--- config.mk ---
export PLATFORM = sky130hd
export DESIGN_NAME = sliding_window_rate_limiter
export DESIGN_NICKNAME = d
export VERILOG_FILES = /design/src/hdl/swrl_pkg.sv /design/src/hdl/swrl_front.sv /design/src/hdl/swrl_back.sv /design/src/hdl/sliding_window_rate_limiter.sv
export SDC_FILE = /design/constraint.sdc
export NUM_CORES = 2
export LEC_CHECK = 0
export BUFFER_PORTS_ARGS = -buffer_cell sky130_fd_sc_hd__buf_2
export CAP_MARGIN = 25
export CORE_ASPECT_RATIO = 0.5
export CORE_MARGIN = 4
export CORE_UTILIZATION = 38
export CTS_CLUSTER_SIZE = 12
export DETAILED_ROUTE_END_ITERATION = 10
export PLACE_DENSITY = 0.61
export SYNTH_ARGS = -nofsm -noshare
export SYNTH_HDL_FRONTEND = slang
export SYNTH_SLANG_ARGS = --single-unit
--- constraint.sdc ---
create_clock -name clk -period 11.7 [get_ports clk]
set_input_delay 1.755 -clock clk [delete_from_list [all_inputs] [get_ports clk]]
set_output_delay 1.755 -clock clk [all_outputs]
set_load 0.05 [all_outputs]
--- src/hdl/swrl_pkg.sv ---
// swrl_pkg: shared types and constants for the sliding window rate limiter
// no dependencies; imported by every module of the block
`default_nettype none

package swrl_pkg;

  localparam int WINDOW_W   = 32;
  localparam int QUOTA_W    = 7;
  localparam int CMD_W      = 2;
  localparam int STATUS_W   = 2;
  localparam int CFG_IDX_W  = 1;
  localparam int CFG_DATA_W = 32;

  localparam logic [CFG_IDX_W-1:0] CFG_WINDOW = 1'd0;
  localparam logic [CFG_IDX_W-1:0] CFG_QUOTA  = 1'd1;

  localparam logic [WINDOW_W-1:0] WINDOW_RESET = 32'd1000;
  localparam logic [QUOTA_W-1:0]  QUOTA_RESET  = 7'd64;

  typedef enum logic [CMD_W-1:0] {
    OP_RESERVE = 2'd0,
    OP_SUBMIT  = 2'd1,
    OP_CANCEL  = 2'd2,
    OP_BAD     = 2'd3
  } op_t;

  typedef enum logic [STATUS_W-1:0] {
    ST_GRANTED  = 2'd0,
    ST_DENIED   = 2'd1,
    ST_ACCEPTED = 2'd2,
    ST_NO_RESV  = 2'd3
  } status_t;

  typedef enum logic {
    S_IDLE  = 1'b0,
    S_CHECK = 1'b1
  } state_t;

  // head of the command queue as seen by the back end
  typedef struct packed {
    logic valid;
    op_t  op;
  } q_head_t;

endpackage

`default_nettype wire

--- src/hdl/swrl_front.sv ---
// swrl_front: input beat acceptance, command decode and a two-entry queue
// depends on swrl_pkg
`default_nettype none

module swrl_front
  import swrl_pkg::*;
#(
  parameter int TIME_WIDTH = 48
) (
  input  wire                    clk,
  input  wire                    rst,
  input  wire                    in_valid,
  output logic                   in_stall,
  input  wire  [CMD_W-1:0]       cmd,
  input  wire  [TIME_WIDTH-1:0]  now,
  output q_head_t                q_head,
  output logic [TIME_WIDTH-1:0]  q_now,
  input  wire                    q_pop
);

  localparam int QD = 2;

  op_t                   op_buf  [QD];
  logic [TIME_WIDTH-1:0] now_buf [QD];
  logic                  wr_ptr;
  logic                  rd_ptr;
  logic [1:0]            count;
  logic                  push;
  logic                  pop;
  op_t                   op_dec;

  always_comb begin
    case (cmd)
      2'd0:    op_dec = OP_RESERVE;
      2'd1:    op_dec = OP_SUBMIT;
      2'd2:    op_dec = OP_CANCEL;
      default: op_dec = OP_BAD;
    endcase
  end

  assign in_stall     = (count == 2'(QD));
  assign push         = in_valid && !in_stall;
  assign pop          = q_pop && (count != 2'd0);
  assign q_head.valid = (count != 2'd0);
  assign q_head.op    = op_buf[rd_ptr];
  assign q_now        = now_buf[rd_ptr];

  always_ff @(posedge clk) begin
    if (push) begin
      op_buf[wr_ptr]  <= op_dec;
      now_buf[wr_ptr] <= now;
    end
  end

  always_ff @(posedge clk) begin
    if (rst) begin
      wr_ptr <= 1'b0;
      rd_ptr <= 1'b0;
      count  <= 2'd0;
    end else begin
      if (push) wr_ptr <= ~wr_ptr;
      if (pop) rd_ptr <= ~rd_ptr;
      case ({push, pop})
        2'b10:   count <= count + 2'd1;
        2'b01:   count <= count - 2'd1;
        default: count <= count;
      endcase
    end
  end

endmodule

`default_nettype wire

--- src/hdl/swrl_back.sv ---
// swrl_back: command execution, expiry memory, slot counters and result register
// depends on swrl_pkg
`default_nettype none

module swrl_back
  import swrl_pkg::*;
#(
  parameter int MAX_SLOTS  = 64,
  parameter int TIME_WIDTH = 48
) (
  input  wire                                 clk,
  input  wire                                 rst,
  input  wire  [WINDOW_W-1:0]                 window_ticks,
  input  wire  [QUOTA_W-1:0]                  slot_quota,
  input  q_head_t                             q_head,
  input  wire  [TIME_WIDTH-1:0]               q_now,
  output logic                                q_pop,
  output logic                                out_valid,
  input  wire                                 out_stall,
  output logic [STATUS_W-1:0]                 status,
  output logic [TIME_WIDTH:0]                 next_free_time,
  output logic [$clog2(MAX_SLOTS+1)-1:0]      free_slots
);

  localparam int ET = TIME_WIDTH + 1;
  localparam int CW = $clog2(MAX_SLOTS + 1);
  localparam int PW = (MAX_SLOTS > 1) ? $clog2(MAX_SLOTS) : 1;
  localparam int UW = (CW + 1 > QUOTA_W + 1) ? CW + 1 : QUOTA_W + 1;

  logic [ET-1:0] exp_mem [MAX_SLOTS];
  logic [ET-1:0] rd_data;
  logic          mem_we;
  logic [ET-1:0] wr_data;

  state_t                state, state_next;
  logic [PW-1:0]         head, head_next;
  logic [PW-1:0]         tail, tail_next;
  logic [CW-1:0]         busy, busy_next;
  logic [CW-1:0]         reserved, reserved_next;
  logic [TIME_WIDTH-1:0] cur_now, cur_now_next;

  logic                  load_out;
  status_t               status_res;
  logic [ET-1:0]         nft_res;
  logic                  out_free;
  status_t               status_q;

  function automatic logic [PW-1:0] ptr_inc(input logic [PW-1:0] p);
    return (p == PW'(MAX_SLOTS - 1)) ? '0 : p + PW'(1);
  endfunction

  function automatic logic [CW-1:0] calc_free(input logic [CW-1:0] b,
                                              input logic [CW-1:0] r,
                                              input logic [QUOTA_W-1:0] quota);
    logic [UW-1:0] qe;
    logic [UW-1:0] me;
    logic [UW-1:0] used;
    qe   = UW'(quota);
    me   = UW'(MAX_SLOTS);
    if (qe > me) qe = me;
    used = UW'(b) + UW'(r);
    return (used >= qe) ? '0 : CW'(qe - used);
  endfunction

  assign out_free = !out_valid || !out_stall;
  assign wr_data  = ET'(q_now) + ET'(window_ticks);

  always_comb begin
    state_next    = state;
    head_next     = head;
    tail_next     = tail;
    busy_next     = busy;
    reserved_next = reserved;
    cur_now_next  = cur_now;
    q_pop         = 1'b0;
    mem_we        = 1'b0;
    load_out      = 1'b0;
    status_res    = ST_NO_RESV;
    nft_res       = '0;
    case (state)
      S_IDLE: begin
        if (q_head.valid) begin
          if (q_head.op == OP_RESERVE) begin
            q_pop        = 1'b1;
            cur_now_next = q_now;
            state_next   = S_CHECK;
          end else if (out_free) begin
            q_pop    = 1'b1;
            load_out = 1'b1;
            case (q_head.op)
              OP_SUBMIT: begin
                if (reserved != '0 && busy < CW'(MAX_SLOTS)) begin
                  mem_we        = 1'b1;
                  tail_next     = ptr_inc(tail);
                  busy_next     = busy + CW'(1);
                  reserved_next = reserved - CW'(1);
                  status_res    = ST_ACCEPTED;
                end
              end
              OP_CANCEL: begin
                if (reserved != '0) begin
                  reserved_next = reserved - CW'(1);
                  status_res    = ST_ACCEPTED;
                end
              end
              default: status_res = ST_NO_RESV;
            endcase
          end
        end
      end
      S_CHECK: begin
        // retire one expired slot per cycle, then decide
        if (busy != '0 && ET'(cur_now) >= rd_data) begin
          head_next = ptr_inc(head);
          busy_next = busy - CW'(1);
        end else if (out_free) begin
          load_out   = 1'b1;
          state_next = S_IDLE;
          if (calc_free(busy, reserved, slot_quota) != '0) begin
            reserved_next = reserved + CW'(1);
            status_res    = ST_GRANTED;
          end else begin
            status_res = ST_DENIED;
            nft_res    = (busy != '0) ? rd_data
                                      : ET'(cur_now) + ET'(window_ticks);
          end
        end
      end
      default: state_next = S_IDLE;
    endcase
  end

  always_ff @(posedge clk) begin
    if (mem_we) exp_mem[tail] <= wr_data;
    rd_data <= exp_mem[head_next];
  end

  always_ff @(posedge clk) begin
    if (rst) begin
      state     <= S_IDLE;
      head      <= '0;
      tail      <= '0;
      busy      <= '0;
      reserved  <= '0;
      out_valid <= 1'b0;
    end else begin
      state     <= state_next;
      head      <= head_next;
      tail      <= tail_next;
      busy      <= busy_next;
      reserved  <= reserved_next;
      out_valid <= load_out || (out_valid && out_stall);
    end
  end

  always_ff @(posedge clk) begin
    cur_now <= cur_now_next;
    if (load_out) begin
      status_q       <= status_res;
      next_free_time <= nft_res;
      free_slots     <= calc_free(busy_next, reserved_next, slot_quota);
    end
  end

  assign status = status_q;

endmodule

`default_nettype wire

--- src/hdl/sliding_window_rate_limiter.sv ---
// Sliding window rate limiter.
// Input channel (in_valid/in_stall) carries one command beat: cmd (reserve,
// submit, cancel) and the current time now. Output channel (out_valid/
// out_stall) returns one result beat per command: status, next_free_time
// (oldest busy expiry or now plus window when denied, else zero) and
// free_slots after the command. Config port: cfg_we/cfg_index/cfg_data,
// index 0 window_ticks, index 1 slot_quota; write only while idle.
// Commands pass through a two-entry queue to the execution engine; the
// result sits in an output register, so new beats are taken while a result
// waits. Submit, cancel and unknown commands are executed in the idle state.
// Reserve enters a check state that retires expired entries first, paced by
// the single read port of the expiry memory, which is walked one entry per
// cycle; the result is loaded into the output register once that is free.
// Reset clears counters and pointers, window to 1000, quota to 64; the
// expiry memory is not cleared and only written entries are read.
// When the receiver stalls, the result holds; once the queue fills, in_stall
// rises.
// depends on swrl_pkg, swrl_front, swrl_back
`default_nettype none

module sliding_window_rate_limiter
  import swrl_pkg::*;
#(
  parameter int MAX_SLOTS  = 64,
  parameter int TIME_WIDTH = 48
) (
  input  wire                              clk,
  input  wire                              rst,
  input  wire                              cfg_we,
  input  wire  [CFG_IDX_W-1:0]             cfg_index,
  input  wire  [CFG_DATA_W-1:0]            cfg_data,
  input  wire                              in_valid,
  output logic                             in_stall,
  input  wire  [CMD_W-1:0]                 cmd,
  input  wire  [TIME_WIDTH-1:0]            now,
  output logic                             out_valid,
  input  wire                              out_stall,
  output logic [STATUS_W-1:0]              status,
  output logic [TIME_WIDTH:0]              next_free_time,
  output logic [$clog2(MAX_SLOTS+1)-1:0]   free_slots
);

  logic [WINDOW_W-1:0]   window_ticks;
  logic [QUOTA_W-1:0]    slot_quota;
  q_head_t               q_head;
  logic [TIME_WIDTH-1:0] q_now;
  logic                  q_pop;

  always_ff @(posedge clk) begin
    if (rst) begin
      window_ticks <= WINDOW_RESET;
      slot_quota   <= QUOTA_RESET;
    end else if (cfg_we) begin
      case (cfg_index)
        CFG_WINDOW: window_ticks <= cfg_data[WINDOW_W-1:0];
        CFG_QUOTA:  slot_quota   <= cfg_data[QUOTA_W-1:0];
        default:    window_ticks <= window_ticks;
      endcase
    end
  end

  swrl_front #(
    .TIME_WIDTH (TIME_WIDTH)
  ) u_front (
    .clk      (clk),
    .rst      (rst),
    .in_valid (in_valid),
    .in_stall (in_stall),
    .cmd      (cmd),
    .now      (now),
    .q_head   (q_head),
    .q_now    (q_now),
    .q_pop    (q_pop)
  );

  swrl_back #(
    .MAX_SLOTS  (MAX_SLOTS),
    .TIME_WIDTH (TIME_WIDTH)
  ) u_back (
    .clk            (clk),
    .rst            (rst),
    .window_ticks   (window_ticks),
    .slot_quota     (slot_quota),
    .q_head         (q_head),
    .q_now          (q_now),
    .q_pop          (q_pop),
    .out_valid      (out_valid),
    .out_stall      (out_stall),
    .status         (status),
    .next_free_time (next_free_time),
    .free_slots     (free_slots)
  );

endmodule

`default_nettype wire

# Yosys cells after proc, flatten, opt, wreduce, memory -nomap -nowiden
# Memories as Yosys holds them, arrays and structs flattened. A register that Yosys moved wholly into a read port is not among the register bits.
# Index checks and enable logic that the tools add are counted.
# Widths: inputs -> output; s select.
# word_totals
ff_bits,177
latchBits,0
ramBits,3236
romBits,0
input_bits,88
out_inout_bits,60
word_cells,141
mem_count,3
# classes
n_addsub,14
mul,0
div,0
magnitude_cmp,5
n_eq_ne,9
n_shift,0
n_mux,67
bitwise_logic,6
reduce_logical,22
# memory_table
name,words,width,read_ports,rd_clocked_by_memory_dff,wr,line,text
u_back.exp_mem,64,49,1,1,1,swrl_back.sv:30,logic [ET-1:0] exp_mem [MAX_SLOTS];
u_front.now_buf,2,48,1,1,1,swrl_front.sv:24,logic [TIME_WIDTH-1:0] now_buf [QD];
u_front.op_buf,2,2,1,1,1,swrl_front.sv:23,op_t op_buf [QD];
# ops
operator,n
$mux 7,16
$add 48x32->49,2
$ge 48x49->1,1
$mux 49,1
$pmux 7 s2,3
$mux 8,4
$mux 1,28
$mux 6,4
$reduce_bool 7->1,3
$add 7x7->8,2
$ge 8x8->1,2
$add 7x1->7 const B,2
$sub 7x1->7 const B,2
$sub 7x7->7,2
$add 6x1->6 const B,2
$eq 6x6->1 const B,2
$pmux 2 s2,3
$mux 2,5
$eq 2x2->1 const B,4
$gt 7x7->1 const B,1
$lt 7x7->1 const B,1
$eq 2x1->1 const B,3
$not 1->1,6
$pmux 2 s3,1
other kinds (12),23

# Logic depth before layout (Yosys ltp)
# depth
depth_word,14
mapped_depth,30
ltp_nobuf,30

# Hierarchy
# From an unflattened synthesis, not the netlist that was laid out.
# unflattened
cells_unflattened,10257
area_unflattened_um2,140931.4
# modules_own_cells
mod,n_inst,cells_each,area_per_inst_um2,seq_area_each_um2
swrl_back,1,9902,135379.8,98894.8
swrl_front,1,184,3828.7,3103.0
sliding_window_rate_limiter,1,171,1722.9,780.7

# Worst setup path after synthesis
# Ideal clock, no wire load.
# synth_path
path_type,register to register
start,register (tool-made name)
end,memory u_back.exp_mem[0][48] (netlist name) (data pin)
setup_ns,0.864
arrival_ns,7.941
required_ns,10.836
slack_ns,2.895
stages_incl_launch_ff,19
path_buffers,4
synth_period_minus_slack_ns,8.805
cell_sequence,dfxtp_1 clkbuf_1 buf_1 clkbuf_1 buf_1 mux2i_1 fa_1 nor2b_1 o21a_1 o21ai_0 a2111oi_0 nor4b_1 nor3_1 o211ai_1 a21oi_1 o221a_2 o21ai_1 and2_1 nor4_1
# synth_lines
item,line
to (decl),swrl_back.sv:30

# Worst setup path in the final report
# layout_path
start,register u_back.rd_data[47] (read register of u_back.exp_mem)
end,register u_back.rd_data[45] (read register of u_back.exp_mem)
# layout_via
elab_chain_len,4
# layout_lines
item,line,text
from (decl),swrl_back.sv:31,logic [ET-1:0] rd_data;
$ge 48x49->1,swrl_back.sv:113,if (busy != '0 && ET'(cur_now) >= rd_data) begin
$logic_and 1x1->1,swrl_back.sv:113,
$mux 6,swrl_back.sv:113,
$mux 6,swrl_back.sv:80,case (state)
# Every way passes these cells.
# A chain may end at the register's enable or synchronous reset.

==> flow_summary.yaml <==
yosys:
  syn_inst: 10156
  synthSimpleGateAreaFrac_pct: 13.1
  synth_cell_types: 84
  synthAdderAreaFrac_pct: 1.54
  synth_edf_count: 3342
  syn_avg_cell_area_um2: 13.8
  yosysWarnings: 0
  ys_seq_elements: 3463
  syn-cell-area_um2: 140000
  synth_compound_area_share_pct: 5.28
  synth_seq_area_share_pct: 73.5
  synth_xor_area_share_pct: 0.757
  synth_top_family_by_area: "simple AND/OR/NAND/NOR gates"
  async_flop_share_pct: 0
  synth_flop_cell: "edfxtp_1"
  synthMuxAreaShare_pct: 3.58
  synth_nets: 10413
pwr:
  vdd_drop_max_uv: 192
  power_density_nw_per_um2: 186
  p_leak_uw: 0.0528
setup_path:
  start_kind: "flop"
  worst_ep_arrival_time_ns: 8.35
  crit_path_end_kind: "flop"
  crit_path_max_fanout: 100
  crit_type: "flop to flop"
  crit_required_ns: 12.43
drt:
  drt-wirelength-per-cell_um: 29.9
  wl_um: 463000
  drc_errors: 0
  vias: 91295
  dr.pass1.iters: 6
  drt-initial-drc-count: 14164
  via_per_inst: 5.89
  drtAntennaViolNets: 0
clocking:
  clkTransAtPathRegs_ns: 0.06
  cts_setup_buffers: 0
  insertion_delay_ns: 0.93
  cts-root-buf: "clkbuf_16"
  cts_resized: 0
  cts_buffer_depth: 4
  cts_buffers: 343
  cts_num_sinks: 3463
  cts_hold_buf: 0
  cts_tree: "done"
  h-tree-depth: 5
finish:
  syn_to_final_growth_pct: 12.9
  nets: 10596
  final_common_cell: "edfxtp_1"
  fill_cells: 32648
  drive_above_1_share_pct: 11.1
  final_cell_mix: "3342 x edfxtp_1, 2539 x nand2_1, 920 x nand3_1"
sta:
  hold_viol_final: 0
  max_freq_mhz: 131
  setup_slack_ns: 4.08
  final.setup.tns_ns: 0
  fin_skew_ns: 0.0711
  worst_slew_pin_slew_ns: 1.18
  relSlewSlack_pct: 21.6
  period_share_pct: 65.1
  rsz0062_at_grt: "false"
  finalMaxSlewViolations: 0
  setup_viol: 0
  period_needed_ns: 7.62
placement:
  pre_cts_ws_ns: 4.39
  place_hpwl_um: 265000
  port_buffers: 147
  place_congestion: 0.887
grt:
  antenna_found_initial: 23
  grt_pass1_vias: 84147
  grt_max_degree: 154
  gr-total-overflow: 0
  gr-usage-all-layers_pct: 23.6
  grt_pass1_wl_um: 647000
hold_path:
  hold_path_class: "flop to flop"
die:
  ios: 148
  core_area_um2: 366000
  die-area_um2: 379000
  initial_core_util_pct: 38.2
  num_rows: 157
  die_h_um: 437
  chipWidth_um: 866
outcome:
  status: "complete, no violations"
flow_run:
  maxCapViolations: 0
==> logic make-up (layout without fill, tap and decap cells) <==
kind of cell	Yosys count	in the layout
other cells	0	16
simple gates	4265	4265
flops	3463	3463
compound gates	1098	1098
xor+xnor	121	121
mux	322	322
fa+ha+maj	169	169
buf+inv	718	1124
==> critical path, cell delays in order (launching register included) <==
cell and delay [ns]:
dfxtp_1 0.89, inv_1 0.10, ha_1 0.32, nand4b_1 0.17, or4_4 0.60, or3_1 0.42
o211ai_2 0.23, o31a_1 0.73, mux2_8 0.67, buf_12 0.52, buf_4 0.59, nand2_1 0.12
a32oi_1 0.21, o21ai_0 0.21, a221oi_1 0.75, o22a_1 0.63
==> registers in the layout, summed over array words and instances, names as in the netlist, named ones only <==
signal	count
slot_quota	7
u_back.busy	7
u_back.cur_now	48
u_back.exp_mem	3136
u_back.free_slots	7
u_back.head	6
u_back.next_free_time	49
u_back.out_valid	1
u_back.rd_data	49
u_back.reserved	7
u_back.state	1
u_back.status	2
u_back.tail	6
u_front.count	2
u_front.now_buf	96
u_front.op_buf	4
u_front.rd_ptr	1
u_front.wr_ptr	1
window_ticks	32
==> Yosys cell counts (all sizes together), types with 18 or more instances <==
cell type	number	share of area [%]
edfxtp	3342	72
nand2	2547	6.8
nand3	921	3.3
clkbuf	337	0.90
nor2	318	0.85
a21oi	299	1.1
buf	262	1.0
ha	163	1.5
nand4	151	0.68
mux2i	143	1.0
o21ai	140	0.50
mux4	138	2.2
dfxtp	121	1.7
and3	119	0.53
inv	118	0.32
a31oi	115	0.51
a311oi	96	0.60
a32oi	94	0.59
xnor2	81	0.51
o22ai	55	0.25
nor4	52	0.24
a221oi	45	0.28
a22oi	44	0.24
o22a	43	0.27
mux2	41	0.33
xor2	40	0.25
nor3	38	0.14
a21o	37	0.20
nor2b	35	0.16
a211oi	30	0.16
nand2b	20	0.089
o21bai	18	0.097
==> worst paths after layout <==
kind                            from  cells after the start  slack (ns)                 end
setup / recovery  u_back.rd_data[47]                     15        4.08  u_back.rd_data[45]
hold / removal         slot_quota[0]                      2        0.45       slot_quota[0]
setup reg to reg  u_back.rd_data[47]                     15        4.08  u_back.rd_data[45]
hold reg to reg        slot_quota[0]                      2        0.45       slot_quota[0]
==> report_power, final <==
group          switching (µW)  internal, µW
logic                    2850           691
registers                 146         15400
clock network            4630          5690
==> cell type report <==
class / count / area (µm²) / share of cell area [%]
Clock inverter: 46 / 475 / 0.301
Clock buffer: 522 / 9530 / 6.04
Tap cell: 4929 / 6170 / 3.90
Multi-Input combinational cell: 5975 / 35200 / 22.3
Sequential cell: 3463 / 103000 / 65.1
Inverter: 119 / 447 / 0.283
Antenna cell: 16 / 40.0 / 0.0254
Timing Repair Buffer: 437 / 3310 / 2.10
==> routing by layer <==
layer	part of all wire (%)	wire, µm	global-route usage [%]
met3	13	58300	5.91
met1	39	183000	33.5
met2	43	200000	34.7
met5	0.0099	46	0
met4	4.8	22100	9.91
==> per-stage QoR <==
| stage | hold slack, ns | total power (µW) | instances | instance area [µm²] | util [%] |
|---|---|---|---|---|---|
| final | 0.455 | 29400 | 15507 | 158000 | 43.1 |
| after global routing | 0.478 | 30300 | 15492 | 158000 | 43.1 |
| after CTS | 0.456 | 29500 | 15491 | 158000 | 43.1 |
| after detailed placement | 0.448 | 19300 | 14923 | 148000 | 40.4 |
| after global placement | 0.446 | 19200 | 14907 | 148000 | 40.3 |
| after floorplan | 0.432 | 17800 | 10156 | 140000 | - |
Note: power is estimated with default switching activity, not from simulation.
